[config.mk]
export PLATFORM = sky130hd
export DESIGN_NAME = char_lcd_text_sequencer_unit_flat
export DESIGN_NICKNAME = d
export VERILOG_FILES = /design/src/hdl/clts_pkg.sv /design/src/hdl/clts_ifs.sv /design/src/hdl/clts_front.sv /design/src/hdl/clts_queue.sv /design/src/hdl/clts_back.sv /design/src/hdl/char_lcd_text_sequencer_unit.sv /design/src/flat_wrapper.sv
export SDC_FILE = /design/constraint.sdc
export NUM_CORES = 1
export LEC_CHECK = 0
export BUFFER_PORTS_ARGS = -buffer_cell sky130_fd_sc_hd__buf_4
export CORE_MARGIN = 1
export CORE_UTILIZATION = 45
export CTS_BUF_LIST = sky130_fd_sc_hd__clkbuf_8
export CTS_CLUSTER_SIZE = 14
export DETAILED_ROUTE_END_ITERATION = 12
export PLACE_DENSITY = 0.62
export SLEW_MARGIN = 20
export SYNTH_ARGS = -nofsm -noshare
export SYNTH_HDL_FRONTEND = slang
export SYNTH_HIERARCHICAL = 1
export SYNTH_SLANG_ARGS = --single-unit
[constraint.sdc]
create_clock -name i_clk -period 3.36 [get_ports i_clk]
set_input_delay 1.008 -clock i_clk [delete_from_list [all_inputs] [get_ports i_clk]]
set_output_delay 1.008 -clock i_clk [all_outputs]
set_load 0.005 [all_outputs]
[src/hdl/clts_pkg.sv]
// Shared types and constants for the character LCD text sequencer.
package clts_pkg;

    localparam int COL_W   = 6;
    localparam int ROW_W   = 8;
    localparam int ROWS_W  = 3;
    localparam int CNT_W   = 14;
    localparam int CFG_W   = 6;

    // shift-right instructions per display row
    localparam int ROW_STRIDE = 40;

    localparam logic [COL_W-1:0]  COLUMNS_RST = 6'd16;
    localparam logic [ROWS_W-1:0] ROWS_RST    = 3'd2;

    // front-to-back queue
    localparam int QDEPTH = 4;
    localparam int QPTR_W = $clog2(QDEPTH);

    // input commands
    localparam logic [1:0] CMD_INIT  = 2'd0;
    localparam logic [1:0] CMD_BEGIN = 2'd1;
    localparam logic [1:0] CMD_CHAR  = 2'd2;

    localparam logic [7:0] CH_NEWLINE = 8'd10;

    // configuration register indexes
    localparam logic CFG_COLUMNS = 1'b0;
    localparam logic CFG_ROWS    = 1'b1;

    // HD44780 instruction bytes
    localparam logic [7:0] OP_MODE_NIBBLE  = 8'h02;
    localparam logic [7:0] OP_FUNCTION_SET = 8'h28;
    localparam logic [7:0] OP_DISPLAY_ON   = 8'h0C;
    localparam logic [7:0] OP_CLEAR        = 8'h01;
    localparam logic [7:0] OP_HOME         = 8'h02;
    localparam logic [7:0] OP_SHIFT_RIGHT  = 8'h14;

    typedef enum logic [1:0] {
        K_INIT,
        K_BEGIN,
        K_LINE
    } t_kind;

    // one classified item waiting for the back end
    typedef struct packed {
        t_kind             kind;
        logic              has_data;
        logic              has_row;
        logic [7:0]        char_byte;
        logic [CNT_W-1:0]  shifts;
    } t_job;

endpackage

[src/hdl/clts_ifs.sv]
// Valid/ready channel interfaces for text items and bus results.
interface clts_item_if;
    logic       valid;
    logic       ready;
    logic [1:0] cmd;
    logic [7:0] char_code;

    modport source (output valid, output cmd, output char_code, input ready);
    modport sink   (input valid, input cmd, input char_code, output ready);
endinterface

interface clts_res_if;
    logic                      valid;
    logic                      ready;
    logic                      reg_select;
    logic [7:0]                bus_byte;
    logic [clts_pkg::CNT_W-1:0] repeat_count;
    logic                      nibble_only;
    logic                      last;

    modport source (output valid, output reg_select, output bus_byte,
                    output repeat_count, output nibble_only, output last,
                    input ready);
    modport sink   (input valid, input reg_select, input bus_byte,
                    input repeat_count, input nibble_only, input last,
                    output ready);
endinterface

[src/hdl/clts_front.sv]
// Front end: takes items, tracks the cursor and classifies each item into a job.
module clts_front (
    input  logic                   i_clk,
    input  logic                   i_rst_n,
    clts_item_if.sink              i_item,
    input  logic                   i_cfg_we,
    input  logic                   i_cfg_idx,
    input  logic [clts_pkg::CFG_W-1:0] i_cfg_data,
    input  logic                   i_full,
    output logic                   o_push,
    output clts_pkg::t_job         o_job
);

    logic [clts_pkg::COL_W-1:0]  r_columns;
    logic [clts_pkg::ROWS_W-1:0] r_rows;
    logic [clts_pkg::COL_W-1:0]  r_col, n_col;
    logic [clts_pkg::ROW_W-1:0]  r_row, n_row;

    logic                        accept;
    logic [clts_pkg::ROW_W-1:0]  row_inc;
    logic [clts_pkg::COL_W:0]    next_col;
    logic [clts_pkg::CNT_W-1:0]  shifts_inc;

    assign i_item.ready = !i_full;
    assign accept       = i_item.valid && !i_full;

    assign row_inc    = (r_row == '1) ? r_row : r_row + 1'b1;
    assign next_col   = {1'b0, r_col} + 1'b1;
    assign shifts_inc = clts_pkg::CNT_W'(clts_pkg::ROW_STRIDE)
                        * clts_pkg::CNT_W'(row_inc);

    always_comb begin
        n_col            = r_col;
        n_row            = r_row;
        o_push           = 1'b0;
        o_job.kind       = clts_pkg::K_LINE;
        o_job.has_data   = 1'b0;
        o_job.has_row    = 1'b0;
        o_job.char_byte  = i_item.char_code;
        o_job.shifts     = shifts_inc;
        if (accept) begin
            case (i_item.cmd)
                clts_pkg::CMD_INIT: begin
                    o_push     = 1'b1;
                    o_job.kind = clts_pkg::K_INIT;
                    n_col      = '0;
                    n_row      = '0;
                end
                clts_pkg::CMD_BEGIN: begin
                    o_push     = 1'b1;
                    o_job.kind = clts_pkg::K_BEGIN;
                    n_col      = '0;
                    n_row      = '0;
                end
                clts_pkg::CMD_CHAR: begin
                    if (i_item.char_code == clts_pkg::CH_NEWLINE) begin
                        o_push        = 1'b1;
                        o_job.has_row = 1'b1;
                        n_row         = row_inc;
                        n_col         = '0;
                    end else if (r_row < clts_pkg::ROW_W'(r_rows)) begin
                        o_push         = 1'b1;
                        o_job.has_data = 1'b1;
                        if (next_col >= {1'b0, r_columns}) begin
                            o_job.has_row = 1'b1;
                            n_row         = row_inc;
                            n_col         = '0;
                        end else begin
                            n_col = next_col[clts_pkg::COL_W-1:0];
                        end
                    end
                end
                default: begin
                    o_push = 1'b0;
                end
            endcase
        end
    end

    always_ff @(posedge i_clk) begin
        if (!i_rst_n) begin
            r_columns <= clts_pkg::COLUMNS_RST;
            r_rows    <= clts_pkg::ROWS_RST;
            r_col     <= '0;
            r_row     <= '0;
        end else begin
            r_col <= n_col;
            r_row <= n_row;
            if (i_cfg_we) begin
                if (i_cfg_idx == clts_pkg::CFG_COLUMNS) begin
                    r_columns <= i_cfg_data[clts_pkg::COL_W-1:0];
                end else begin
                    r_rows <= i_cfg_data[clts_pkg::ROWS_W-1:0];
                end
            end
        end
    end

endmodule

[src/hdl/clts_queue.sv]
// Short job queue between front and back ends.
module clts_queue (
    input  logic            i_clk,
    input  logic            i_rst_n,
    input  logic            i_push,
    input  clts_pkg::t_job  i_job,
    input  logic            i_pop,
    output logic            o_full,
    output logic            o_avail,
    output clts_pkg::t_job  o_job
);

    clts_pkg::t_job                r_mem [clts_pkg::QDEPTH];
    logic [clts_pkg::QPTR_W-1:0]   r_wr, r_rd;
    logic [clts_pkg::QPTR_W:0]     r_cnt;

    assign o_full  = (r_cnt == (clts_pkg::QPTR_W+1)'(clts_pkg::QDEPTH));
    assign o_avail = (r_cnt != '0);
    assign o_job   = r_mem[r_rd];

    always_ff @(posedge i_clk) begin
        if (i_push) begin
            r_mem[r_wr] <= i_job;
        end
    end

    always_ff @(posedge i_clk) begin
        if (!i_rst_n) begin
            r_wr  <= '0;
            r_rd  <= '0;
            r_cnt <= '0;
        end else begin
            if (i_push) begin
                r_wr <= r_wr + 1'b1;
            end
            if (i_pop) begin
                r_rd <= r_rd + 1'b1;
            end
            case ({i_push, i_pop})
                2'b10:   r_cnt <= r_cnt + 1'b1;
                2'b01:   r_cnt <= r_cnt - 1'b1;
                default: r_cnt <= r_cnt;
            endcase
        end
    end

    a_cnt_bound: assert property (@(posedge i_clk) disable iff (!i_rst_n)
        r_cnt <= (clts_pkg::QPTR_W+1)'(clts_pkg::QDEPTH))
        else $error("job queue count out of range");

    a_no_pop_empty: assert property (@(posedge i_clk) disable iff (!i_rst_n)
        i_pop |-> o_avail)
        else $error("job queue popped while empty");

endmodule

[src/hdl/clts_back.sv]
// Back end: expands each queued job into its bus results, one per cycle while o_res.ready is high.
module clts_back (
    input  logic            i_clk,
    input  logic            i_rst_n,
    input  logic            i_avail,
    input  clts_pkg::t_job  i_job,
    output logic            o_pop,
    clts_res_if.source      o_res
);

    logic [2:0]                  r_step;
    logic [2:0]                  eff_step;
    logic                        load;

    logic                        r_valid;
    logic                        r_rs;
    logic [7:0]                  r_byte;
    logic [clts_pkg::CNT_W-1:0]  r_cnt;
    logic                        r_nib;
    logic                        r_last;

    logic                        c_rs;
    logic [7:0]                  c_byte;
    logic [clts_pkg::CNT_W-1:0]  c_cnt;
    logic                        c_nib;
    logic                        c_last;

    // a line job without data starts at the home instruction
    assign eff_step = (i_job.kind == clts_pkg::K_LINE && r_step == 3'd0 && !i_job.has_data)
                      ? 3'd1 : r_step;

    always_comb begin
        c_rs   = 1'b0;
        c_byte = clts_pkg::OP_HOME;
        c_cnt  = clts_pkg::CNT_W'(1);
        c_nib  = 1'b0;
        c_last = 1'b1;
        case (i_job.kind)
            clts_pkg::K_INIT: begin
                c_last = (eff_step == 3'd4);
                case (eff_step)
                    3'd0: begin
                        c_byte = clts_pkg::OP_MODE_NIBBLE;
                        c_nib  = 1'b1;
                    end
                    3'd1:    c_byte = clts_pkg::OP_FUNCTION_SET;
                    3'd2:    c_byte = clts_pkg::OP_DISPLAY_ON;
                    3'd3:    c_byte = clts_pkg::OP_CLEAR;
                    default: c_byte = clts_pkg::OP_HOME;
                endcase
            end
            clts_pkg::K_BEGIN: begin
                c_last = (eff_step == 3'd1);
                c_byte = (eff_step == 3'd0) ? clts_pkg::OP_CLEAR : clts_pkg::OP_HOME;
            end
            clts_pkg::K_LINE: begin
                case (eff_step)
                    3'd0: begin
                        c_rs   = 1'b1;
                        c_byte = i_job.char_byte;
                        c_last = !i_job.has_row;
                    end
                    3'd1: begin
                        c_byte = clts_pkg::OP_HOME;
                        c_last = (i_job.shifts == '0);
                    end
                    default: begin
                        c_byte = clts_pkg::OP_SHIFT_RIGHT;
                        c_cnt  = i_job.shifts;
                    end
                endcase
            end
            default: begin
                c_last = 1'b1;
            end
        endcase
    end

    assign load  = i_avail && (!r_valid || o_res.ready);
    assign o_pop = load && c_last;

    always_ff @(posedge i_clk) begin
        if (!i_rst_n) begin
            r_valid <= 1'b0;
            r_step  <= '0;
        end else begin
            if (load) begin
                r_valid <= 1'b1;
                r_step  <= c_last ? 3'd0 : eff_step + 3'd1;
            end else if (o_res.ready) begin
                r_valid <= 1'b0;
            end
        end
    end

    always_ff @(posedge i_clk) begin
        if (load) begin
            r_rs   <= c_rs;
            r_byte <= c_byte;
            r_cnt  <= c_cnt;
            r_nib  <= c_nib;
            r_last <= c_last;
        end
    end

    assign o_res.valid        = r_valid;
    assign o_res.reg_select   = r_rs;
    assign o_res.bus_byte     = r_byte;
    assign o_res.repeat_count = r_cnt;
    assign o_res.nibble_only  = r_nib;
    assign o_res.last         = r_last;

    a_cnt_nonzero: assert property (@(posedge i_clk) disable iff (!i_rst_n)
        r_valid |-> (r_cnt != '0))
        else $error("result with zero repeat count");

    a_data_single: assert property (@(posedge i_clk) disable iff (!i_rst_n)
        (r_valid && r_rs) |-> (r_cnt == clts_pkg::CNT_W'(1) && !r_nib))
        else $error("data result repeated or nibble-only");

    a_step_reset: assert property (@(posedge i_clk) disable iff (!i_rst_n)
        o_pop |=> (r_step == 3'd0))
        else $error("step not cleared after final result");

endmodule

[src/hdl/char_lcd_text_sequencer_unit.sv]
// Top level of the HD44780 character LCD text sequencer.
//
// Usage:
//   i_item  : text items (cmd, char_code), valid/ready. A transfer happens
//             when valid and ready are both high at a rising clock edge.
//   o_res   : bus results (reg_select, bus_byte, repeat_count, nibble_only,
//             last), valid/ready; last flags the final result of an item.
//   i_cfg_* : register writes, index 0 columns, index 1 rows. Write only
//             while no results are outstanding.
// Results: the first result of an item is registered in the job queue and
//   then in the result register. Each item yields 0 to 5 results (typically
//   1 for a character), one per cycle while o_res.ready is high; the back
//   end's single result register sets that rate. Items with no result
//   (dropped characters, command 3) never reach the back end.
// Stalls: a four-entry job queue sits between the cursor front end and the
//   result back end. While o_res.ready is low the front keeps taking items
//   until the queue fills, then drops i_item.ready.
// Reset (i_rst_n low, synchronous): cursor at 0,0, columns 16, rows 2,
//   queue empty, no result valid.
module char_lcd_text_sequencer_unit (
    input  logic                       i_clk,
    input  logic                       i_rst_n,
    clts_item_if.sink                  i_item,
    clts_res_if.source                 o_res,
    input  logic                       i_cfg_we,
    input  logic                       i_cfg_idx,
    input  logic [clts_pkg::CFG_W-1:0] i_cfg_data
);

    logic            push, pop, full, avail;
    clts_pkg::t_job  job_in, job_head;

    // front: cursor tracking and classification
    clts_front u_front (
        .i_clk      (i_clk),
        .i_rst_n    (i_rst_n),
        .i_item     (i_item),
        .i_cfg_we   (i_cfg_we),
        .i_cfg_idx  (i_cfg_idx),
        .i_cfg_data (i_cfg_data),
        .i_full     (full),
        .o_push     (push),
        .o_job      (job_in)
    );

    // decouples cursor updates from result delivery
    clts_queue u_queue (
        .i_clk   (i_clk),
        .i_rst_n (i_rst_n),
        .i_push  (push),
        .i_job   (job_in),
        .i_pop   (pop),
        .o_full  (full),
        .o_avail (avail),
        .o_job   (job_head)
    );

    // back: per-job result sequencing into the output register
    clts_back u_back (
        .i_clk   (i_clk),
        .i_rst_n (i_rst_n),
        .i_avail (avail),
        .i_job   (job_head),
        .o_pop   (pop),
        .o_res   (o_res)
    );

endmodule

[src/flat_wrapper.sv]
// flat-port wrapper written by rule: the top's interface ports become plain ports
module char_lcd_text_sequencer_unit_flat 
  (i_clk, i_rst_n, i_cfg_we, i_cfg_idx, i_cfg_data, i_item_valid, i_item_cmd, i_item_char_code, i_item_ready, o_res_valid, o_res_reg_select, o_res_bus_byte, o_res_repeat_count, o_res_nibble_only, o_res_last, o_res_ready);
  clts_item_if i_item_i ();
  clts_res_if o_res_i ();
  input  logic i_clk;
  input  logic i_rst_n;
  input  logic i_cfg_we;
  input  logic i_cfg_idx;
  input  logic [clts_pkg::CFG_W-1:0] i_cfg_data;
  input wire logic [$bits(i_item_i.valid)-1:0] i_item_valid;
  input wire logic [$bits(i_item_i.cmd)-1:0] i_item_cmd;
  input wire logic [$bits(i_item_i.char_code)-1:0] i_item_char_code;
  output wire logic [$bits(i_item_i.ready)-1:0] i_item_ready;
  output wire logic [$bits(o_res_i.valid)-1:0] o_res_valid;
  output wire logic [$bits(o_res_i.reg_select)-1:0] o_res_reg_select;
  output wire logic [$bits(o_res_i.bus_byte)-1:0] o_res_bus_byte;
  output wire logic [$bits(o_res_i.repeat_count)-1:0] o_res_repeat_count;
  output wire logic [$bits(o_res_i.nibble_only)-1:0] o_res_nibble_only;
  output wire logic [$bits(o_res_i.last)-1:0] o_res_last;
  input wire logic [$bits(o_res_i.ready)-1:0] o_res_ready;
  assign i_item_i.valid = i_item_valid;
  assign i_item_i.cmd = i_item_cmd;
  assign i_item_i.char_code = i_item_char_code;
  assign i_item_ready = i_item_i.ready;
  assign o_res_valid = o_res_i.valid;
  assign o_res_reg_select = o_res_i.reg_select;
  assign o_res_bus_byte = o_res_i.bus_byte;
  assign o_res_repeat_count = o_res_i.repeat_count;
  assign o_res_nibble_only = o_res_i.nibble_only;
  assign o_res_last = o_res_i.last;
  assign o_res_i.ready = o_res_ready;
  char_lcd_text_sequencer_unit u_core (.i_clk(i_clk), .i_rst_n(i_rst_n), .i_item(i_item_i), .o_res(o_res_i), .i_cfg_we(i_cfg_we), .i_cfg_idx(i_cfg_idx), .i_cfg_data(i_cfg_data));
endmodule
==> impl_metrics.csv, run 1 <==
group,metric,value,unit
timing,finalWorstSetupSlack,-109,ps
drt,drtPass1Iterations,4,
yosys,number_of_flops_mapped_to_enable_cells_by_yosys,129,
finish,multi_input_comb_area,0.00260,sq mm
finish,finish.net_count,651,
timing,finalHoldViolCount,0,
clocking,cts-htree-levels,4,
worst_setup_path,worst-endpoint-arrival,3850,ps
global_route,antenna_found_initial,0,
drt,antenna_violating_nets_post_route,0,
floorplan,area_of_the_core,0.0160,sq mm
place,io_port_bufs,48,
yosys,synthDominantAreaCellType,"edfxtp_1",
run_status,status,"finished, violations left",
place,placement.setup.worst_slack,-270,ps
place,finalWeightedCongestion,0.875,
global_route,globalRouteOverflowTotal,0,
clocking,clkSinkCount,165,
worst_hold_path,hold_path.class,"flop to flop",
floorplan,die_height,131,microns
yosys,synth_seq_area_share,61.6,%
finish,layout_area_growth_over_synthesis,18.7,%
worst_setup_path,critPathKind,"flop to flop",
worst_setup_path,worstPathMaxFanout,6,
drt,route.detailed.vias_per_inst,5.16,
yosys,yosysMostFrequentCell,"edfxtp_1",
worst_setup_path,critPathCaptureType,"flop",
power_and_ir_drop,net-switching-power,1.50,mW
clocking,cts.root.buffer_cell,"clkbuf_8",
global_route,first_global_vias,4370,
timing,worst_slew_margin_rel,53.6,%
place,dp_hpwl,9.07,mm
timing,fin_setup_tns,-109,ps
yosys,synth_top_area_share,52.0,%
global_route,grt_pass1_wl,21.8,mm
clocking,clk_latency,440,ps
timing,min_tclk_post_route,3470,ps
timing,clock_skew,9.33,ps
power_and_ir_drop,powerDensity,646,mW/mm^2
floorplan,die_area,0.0171,sq mm
power_and_ir_drop,power.ir.vdd_worst,391,uV
power_and_ir_drop,netSwitchingFraction,26.2,%
drt,wl,13.1,mm
clocking,tritoncts,"yes",
yosys,syn_area,0.00745,sq mm
clocking,cts_buffer_depth,2,
yosys,post_synth_main_area_contributors,"edfxtp_1, dfxtp_1, mux4_2, ha_1, and2_1",
drt,remaining_drc_errors,0,
timing,tightest_slew,693,ps
floorplan,placement_rows,46,
drt,detailedRoute.firstIterationViolations,319,
yosys,synth-async-reset-ratio,0,%
clocking,clk_pin_slew,80,ps
finish,antenna_cells_inserted,0,
clocking,cts_made_buffers,17,
timing,layout_worst_path_cycle_share,103,%
yosys,synthesis.yosys.warnings,6,
timing,rsz_0062_raised_after_global_routing,"true",
power_and_ir_drop,power.share.sequential,46.9,%
yosys,postSynth.topFlopCell,"edfxtp_1",
timing,timing_max_transition_violations_final,0,
run_status,failed_checks,"negative setup slack",
finish,fillerInstances,1325,
worst_setup_path,required,3740,ps
floorplan,starting_utilization_of_the_core_area,46.6,%
global_route,grt_max_degree,28,
drt,detail_routed_net_length_per_standard_cell,15.9,microns
yosys,yosysUniqueCellTypes,67,
flow_run,maxCapViolations,0,
timing,setup-violations-final,1,
yosys,netlist_top_cells_count,"edfxtp_1, dfxtp_1, inv_1",
yosys,postSynthCellCount,516,
floorplan,dieWidth,131,microns
power_and_ir_drop,p_leak,3.31,nW
power_and_ir_drop,internal_power,4.22,mW
power_and_ir_drop,p_comb_share,24.9,%
drt,routed-via-count,4270,
finish,regArea,0.00460,sq mm
yosys,synth.ff_latch_count,165,
power_and_ir_drop,part_of_the_total_power_dissipated_in_the_clock_network,28.3,%
finish,final_layout_size_suffix_gt1_share,29.6,%
floorplan,pin_count,49,
worst_setup_path,critical_path.startpoint_type,"flop",
global_route,grt_usage,17.1,%
yosys,postSynthAreaPerCell,14.4,sq um
timing,clock.fmax,0.288,GHz
clocking,cts_hold_repair.buffers,0,
## layer usage
layer | global-route usage [%] | vias to the layer above | wire length [microns]
li1 | - | 2093 | -
met1 | 21.6 | 2066 | 5880
met2 | 28.6 | 97 | 6500
met3 | 4.32 | 14 | 570
met4 | 6.49 | 0 | 174
met5 | 0 | - | 0
## cell type report
cell class / instances / share of cell area, %
clock inverter: 13 / 2.30
clock buffer: 19 / 2.95
sequential: 165 / 52.0
inverter: 33 / 1.40
timing repair buffer: 89 / 8.91
tap: 216 / 3.05
multi-input combinational: 293 / 29.4
## what timing repair did
item                                    CTS  global route
buffers inserted                          6             3
pin swaps                                 2             1
gates resized for setup                  10             8
endpoints found under the setup margin    2            10
gates cloned                              1             0
## placed cells by master (no fill, tap or decap), types with 5 or more instances in the layout
master / netlist / layout
edfxtp_1: 129 / 129
buf_4: 14 / 80
dfxtp_1: 36 / 34
inv_1: 32 / 32
and2_1: 27 / 27
ha_1: 28 / 26
nand3_1: 24 / 23
mux4_2: 20 / 22
clkbuf_8: 0 / 19
nand2_1: 19 / 19
nor2_1: 15 / 15
o21ai_0: 16 / 15
nor2b_1: 11 / 11
a21oi_1: 13 / 10
xnor2_1: 9 / 9
buf_12: 2 / 8
a21o_1: 6 / 6
o31ai_1: 6 / 6
xor2_1: 6 / 6
bufinv_16: 0 / 5
nand2b_1: 5 / 5
and3_1: 5 / 5
## through the flow
step	power (mW)	util, %	instances	hold WS (ps)	area (sq um)
after floorplan	3.53	-	518	439	7490
after global placement	4.03	51.4	786	460	8220
after detailed placement	4.05	51.4	786	464	8220
after CTS	5.76	55.0	825	476	8800
after global routing	6.03	55.3	828	507	8850
final	5.72	55.3	828	471	8850
## critical path: stages (launching register included)
cell      delay (ps)
dfxtp_4          380
buf_12           110
buf_16           120
mux4_2           510
or4_4            510
a211oi_4         280
a211oi_2         130
a21oi_2          210
ha_2             210
inv_2             40
fa_2             330
xor2_1           150
or3_1            300
a21boi_1         120
## power by group through the flow
stage	registers (mW)	clock network [mW]	logic (mW)
5_1_grt	2.72	1.73	1.58
4_1_cts	2.68	1.65	1.43
3_3_place_gp	2.72	0	1.31
3_5_place_dp	2.72	0	1.33
6_report	2.68	1.62	1.42
2_1_floorplan	2.72	0	0.818
## final timing paths
| kind | from | end | slack, ps | cells after the start |
|---|---|---|---|---|
| worst min-delay path | u_core/u_front/r_rows[2] | u_core/u_front/r_rows[2] | 470 | 2 |
| worst max register to register | flop | u_core/u_queue/r_cnt[2] | -110 | 13 |
| worst min register to register | u_core/u_front/r_rows[2] | u_core/u_front/r_rows[2] | 470 | 2 |
| worst max-delay path | flop | u_core/u_queue/r_cnt[2] | -110 | 13 |
## registers in the layout, summed over array words and instances (netlist names), named ones only
register,cells
u_core/u_back/r_step,3
u_core/u_back/o_res.bus_byte,8
u_core/u_back/o_res.reg_select,1
u_core/u_queue/r_mem,104
u_core/u_back/o_res.nibble_only,1
u_core/u_front/r_rows,3
u_core/u_back/o_res.repeat_count,14
u_core/u_queue/r_wr,2
u_core/u_queue/r_cnt,3
u_core/u_back/o_res.last,1
u_core/u_front/r_columns,6
u_core/u_front/r_col,6
u_core/u_back/o_res.valid,1
u_core/u_front/r_row,8
u_core/u_queue/r_rd,2
## logic make-up after synthesis
kind of cell               share of synthesized area [%]
adders and majority gates                           5.24
AOI/OAI and AO/OA                                   6.63
DFF                                                 61.6
and+or+nand+nor                                     11.3
other                                             0.0503
muxes                                               9.00
xor gates and xnor gates                            1.76
buffers and inverters                               4.36
(Power assumes the default switching activity.)
==> run 2, diff against run 1 <==
REMOVE_ABC_BUFFERS = 1   (was unset)
==> run 2 against run 1 <==
  * The flow still finishes with violations (negative setup slack)
  * Cell count is 0.97% higher
  * Global-route usage is 0.73 points higher
  * First-iteration DRC count is 12% lower
  * Sequential power hardly changed
  * Count of clock-buffer cells in the layout is 2 lower
  * Hold slack worse by 3.7 ps
  * Critical endpoint unchanged
  * Highest routed layer unchanged
==> impl_metrics.csv, run 2 (synthesis gave the netlist of run 1 again) <==
group,metric,value,unit
place,io_port_bufs,48,
global_route,first_global_vias,4410,
clocking,cts_buffer_depth,2,
finish,final_layout_size_suffix_gt1_share,30.8,%
timing,worst_slew_margin_rel,44.0,%
floorplan,placement_rows,46,
timing,min_tclk_post_route,3520,ps
finish,most_frequent_cells_in_the_layout,"edfxtp_1, buf_4, inv_1",
place,dpl.cell_count,793,
floorplan,dieWidth,131,microns
timing,clock.fmax,0.284,GHz
global_route,grt_max_degree,28,
finish,largest_register_ff_count,104,
timing,finalWorstSetupSlack,-161,ps
worst_setup_path,timing.critical_path.mode_cell,"a211oi_4",
finish,antenna_cells_inserted,0,
worst_setup_path,cpMaxStageDelayCell,"or4_4",
drt,drtPass1Iterations,4,
finish,fillerInstances,1330,
clocking,cts_made_buffers,17,
global_route,globalRouteOverflowTotal,0,
worst_setup_path,worst-endpoint-arrival,3890,ps
floorplan,area_of_the_core,0.0160,sq mm
place,finalWeightedCongestion,0.783,
floorplan,starting_utilization_of_the_core_area,46.6,%
drt,wl,14.0,mm
timing,setup-violations-final,1,
floorplan,die_height,131,microns
global_route,grt_pass1_wl,22.6,mm
worst_setup_path,critPathCaptureType,"flop",
clocking,tritoncts,"yes",
clocking,clk_latency,440,ps
timing,rsz_0062_raised_after_global_routing,"true",
worst_setup_path,required,3730,ps
flow_run,maxCapViolations,0,
power_and_ir_drop,power.ir.vdd_worst,320,uV
clocking,clkSinkCount,165,
timing,timing_max_transition_violations_final,0,
finish,layout_area_growth_over_synthesis,18.9,%
place,placement.setup.worst_slack,-405,ps
global_route,grt_usage,17.9,%
drt,route.detailed.vias_per_inst,5.29,
power_and_ir_drop,p_leak,3.35,nW
timing,layout_worst_path_cycle_share,105,%
clocking,cts.root.buffer_cell,"clkbuf_8",
drt,routed-via-count,4419,
timing,finalHoldViolCount,0,
floorplan,die_area,0.0171,sq mm
clocking,cts-htree-levels,4,
worst_setup_path,critical_path.startpoint_type,"flop",
drt,detailedRoute.firstIterationViolations,281,
finish,number_of_standard_cells_in_the_layout_taps_in_and_fillers_out,836,
worst_setup_path,timing.critical_path.cells,"buf_12, buf_16, mux4_2, or4_4, a211oi_4, a211oi_4, a21oi_2, ha_2, inv_2, fa_2, xor2_1, or3_1, a21boi_1",
finish,most_common_cell_after_layout_fill_and_taps_aside,"edfxtp_1",
timing,fin_setup_tns,-161,ps
run_status,failed_checks,"negative setup slack",
run_status,status,"finished, violations left",
clocking,clk_pin_slew,80,ps
worst_setup_path,critPathKind,"flop to flop",
timing,tightest_slew,837,ps
worst_hold_path,hold_path.class,"flop to flop",
power_and_ir_drop,powerDensity,637,mW/mm^2
worst_setup_path,worstPathMaxFanout,6,
drt,antenna_violating_nets_post_route,0,
worst_setup_path,crit_path_max_incr_delay,570,ps
finish,largest-register,"u_core/u_queue/r_mem",
timing,clock_skew,11.3,ps
global_route,antenna_found_initial,0,
drt,remaining_drc_errors,0,
finish,finish.net_count,659,
drt,detail_routed_net_length_per_standard_cell,16.7,microns
place,dp_hpwl,9.57,mm
floorplan,pin_count,49,
==> run 2: final timing paths <==
kind                                  from                        to  slack [ps]  cells after the start
setup / recovery                      flop   u_core/u_queue/r_cnt[2]        -160                     13
hold / removal    u_core/u_front/r_rows[2]  u_core/u_front/r_rows[2]         470                      2
setup reg to reg                      flop   u_core/u_queue/r_cnt[2]        -160                     13
hold reg to reg   u_core/u_front/r_rows[2]  u_core/u_front/r_rows[2]         470                      2
==> run 2: cell type report <==
cell class | instances | area [sq um] | share of cell area [%]
Sequential cell | 165 | 4600 | 51.9
Timing Repair Buffer | 97 | 847 | 9.56
Tap cell | 216 | 270 | 3.05
Clock inverter | 15 | 165 | 1.86
Multi-Input combinational cell | 293 | 2620 | 29.6
Clock buffer | 17 | 234 | 2.64
Inverter | 33 | 124 | 1.40
==> run 2: per-stage QoR <==
step	hold slack, ps	power, mW	util, %	cell area, sq um
floorplan	439	3.44	-	7260
global placement	458	4.08	51.6	8250
detailed placement	462	4.12	51.6	8250
CTS	475	5.67	55.0	8800
global route	514	5.96	55.4	8860
finish	467	5.64	55.4	8860
==> run 2: routing by layer <==
layer	vias to the layer above	share of wire [%]	GRT usage [%]
met2	117	48	28.8
met4	0	1.5	7.51
li1	2117	-	-
met5	-	0	0
met1	2169	46	23.5
met3	16	5.0	3.87
==> run 2: critical path: cells and delay by family (launching register included) <==
family                   cells  cell delay [ps]
AND/OR/NAND/NOR              2              880
AO/OA/AOI/OAI                4              740
adder cells (fa/ha/maj)      2              540
multiplexers                 1              510
flip-flops                   1              380
buffers and inverters        3              260
XOR/XNOR                     1              150
==> run 2: what timing repair did <==
item / in CTS / in global routing
setup buffers: 7 / 3
gates resized for setup: 22 / 11
pin swaps: 8 / 4
hold buffers: 0 / 0
setup endpoints to repair: 2 / 10
endpoints found under the hold margin: 0 / 0
cloned: 1 / 0
==> run 2: report_power, final <==
group	total, mW	switching [mW]	internal, mW
Combinational	1.53	0.736	0.791
Clock	1.43	0.699	0.728
Sequential	2.69	0.119	2.57
==> run 3, diff against run 2 <==
CTS_CLUSTER_SIZE = 28   (was 14)
PLACE_DENSITY = 0.59   (was 0.62)
clock period = 4.4 ns   (was 3.36 ns; I/O delays follow)
==> run 3 against run 2 <==
  * The run now ends clean
  * Clock power is 18% lower
  * First-iteration DRC count is 15% higher
  * Die area is the same
  * Hold slack improved by 4.7 ps
  * Core utilization decreased by 2.9 points
  * Sequential share of layout area grew 2.8 points
  * Largest power group unchanged
  * Clock skew up 0.67 ps
  * Worst setup slack better by 520 ps
==> impl_metrics.csv, run 3 (synthesis gave the netlist of run 1 again) <==
group,metric,value,unit
floorplan,pin_count,49,
worst_setup_path,critPathCaptureType,"flop",
timing,worst_slew_margin_rel,38.9,%
global_route,grt_usage,17.0,%
floorplan,placement_rows,46,
global_route,first_global_vias,4107,
timing,finalWorstSetupSlack,359,ps
clocking,clk_pin_slew,90,ps
drt,antenna_violating_nets_post_route,0,
finish,largest-register,"u_core/u_queue/r_mem",
worst_setup_path,r2r.worst_path.cells,12,
worst_setup_path,worst-endpoint-arrival,4420,ps
timing,clock_skew,12.0,ps
floorplan,die_area,0.0171,sq mm
worst_setup_path,worstPathMaxFanout,26,
worst_setup_path,critPathKind,"flop to flop",
finish,layout_area_growth_over_synthesis,12.7,%
floorplan,dieWidth,131,microns
timing,min_tclk_post_route,4040,ps
finish,antenna_cells_inserted,0,
clocking,clk_latency,460,ps
place,io_port_bufs,48,
drt,route.detailed.vias_per_inst,5.28,
timing,finalHoldViolCount,0,
timing,layout_worst_path_cycle_share,91.8,%
drt,wl,13.2,mm
timing,setup-violations-final,0,
clocking,cts.root.buffer_cell,"clkbuf_8",
floorplan,die_height,131,microns
worst_setup_path,critical_path.startpoint_type,"flop",
clocking,cts_made_buffers,17,
place,finalWeightedCongestion,0.818,
global_route,grt_pass1_wl,21.3,mm
place,placement.setup.worst_slack,332,ps
drt,detailedRoute.firstIterationViolations,323,
drt,remaining_drc_errors,0,
clocking,tritoncts,"yes",
finish,largest_register_ff_count,104,
worst_hold_path,hold_depth,2,
worst_setup_path,required,4780,ps
global_route,antenna_found_initial,0,
finish,finish.net_count,619,
worst_hold_path,hold_path.class,"flop to flop",
finish,most_frequent_cells_in_the_layout,"edfxtp_1, buf_4, dfxtp_1",
global_route,globalRouteOverflowTotal,0,
timing,rsz_0062_raised_after_global_routing,"false",
finish,final_layout_size_suffix_gt1_share,22.2,%
power_and_ir_drop,powerDensity,494,mW/mm^2
power_and_ir_drop,finalPower,4.15,mW
power_and_ir_drop,p_leak,3.10,nW
power_and_ir_drop,power.ir.vdd_worst,230,uV
floorplan,area_of_the_core,0.0160,sq mm
place,dp_hpwl,8.85,mm
drt,drtPass1Iterations,5,
clocking,cts_buffer_depth,2,
global_route,grt_max_degree,28,
drt,detail_routed_net_length_per_standard_cell,16.6,microns
timing,timing_max_transition_violations_final,0,
floorplan,starting_utilization_of_the_core_area,46.6,%
drt,routed-via-count,4201,
finish,most_common_cell_after_layout_fill_and_taps_aside,"edfxtp_1",
timing,fin_setup_tns,0,ps
clocking,cts_hold_repair.buffers,0,
timing,tightest_slew,916,ps
clocking,clkSinkCount,165,
clocking,cts-htree-levels,4,
flow_run,maxCapViolations,0,
run_status,status,"completed",
clocking,post_cts_gate_resize_count,0,
timing,clock.fmax,0.247,GHz
clocking,post_cts.repair.setup_buffers,0,
[run 3: power breakdown]
group	switching [mW]	total (mW)	internal, mW
clock network	0.593	1.17	0.579
logic	0.495	0.926	0.431
registers	0.0825	2.05	1.96
[run 3: final timing paths]
path                            startpoint                        to  slack, ps
hold / removal    u_core/u_front/r_rows[2]  u_core/u_front/r_rows[2]        470
hold reg to reg   u_core/u_front/r_rows[2]  u_core/u_front/r_rows[2]        470
setup reg to reg                      flop   u_core/u_queue/r_cnt[2]        360
setup / recovery                      flop   u_core/u_queue/r_cnt[2]        360
[run 3: metrics by stage]
| stage | std cells | cell area (sq um) | utilization (%) | hold slack [ps] |
|---|---|---|---|---|
| after global placement | 764 | 7970 | 49.8 | 460 |
| final | 796 | 8400 | 52.5 | 472 |
| after CTS | 796 | 8400 | 52.5 | 472 |
| after global routing | 796 | 8400 | 52.5 | 501 |
| after detailed placement | 764 | 7970 | 49.8 | 459 |
| after floorplan | 491 | 7260 | - | 439 |
[run 3: cell type report]
cell class / instances / area, sq um
Clock buffer: 17 / 234
Inverter: 33 / 124
Timing Repair Buffer: 57 / 440
Tap cell: 216 / 270
Multi-Input combinational cell: 293 / 2540
Sequential cell: 165 / 4590
Fill cell: 1384 / 7600
Clock inverter: 15 / 193
[run 3: critical path, stage by stage (launching register included)]
cell      delay (ps)
dfxtp_1          360
buf_12           240
mux4_1           580
or4_1            600
a211oi_1         320
a211oi_1         160
a21oi_1          360
ha_1             250
inv_1             60
fa_1             370
xor2_1           160
or3_1            300
a21boi_0         180
[run 3: metal layers]
| metal | vias up | wire length [microns] | GRT usage [%] |
|---|---|---|---|
| met4 | 0 | 199 | 5.75 |
| met2 | 79 | 6260 | 27.1 |
| met5 | - | 0 | 0 |
| met3 | 16 | 476 | 4.32 |
| met1 | 2073 | 6250 | 22.6 |
| li1 | 2033 | - | - |
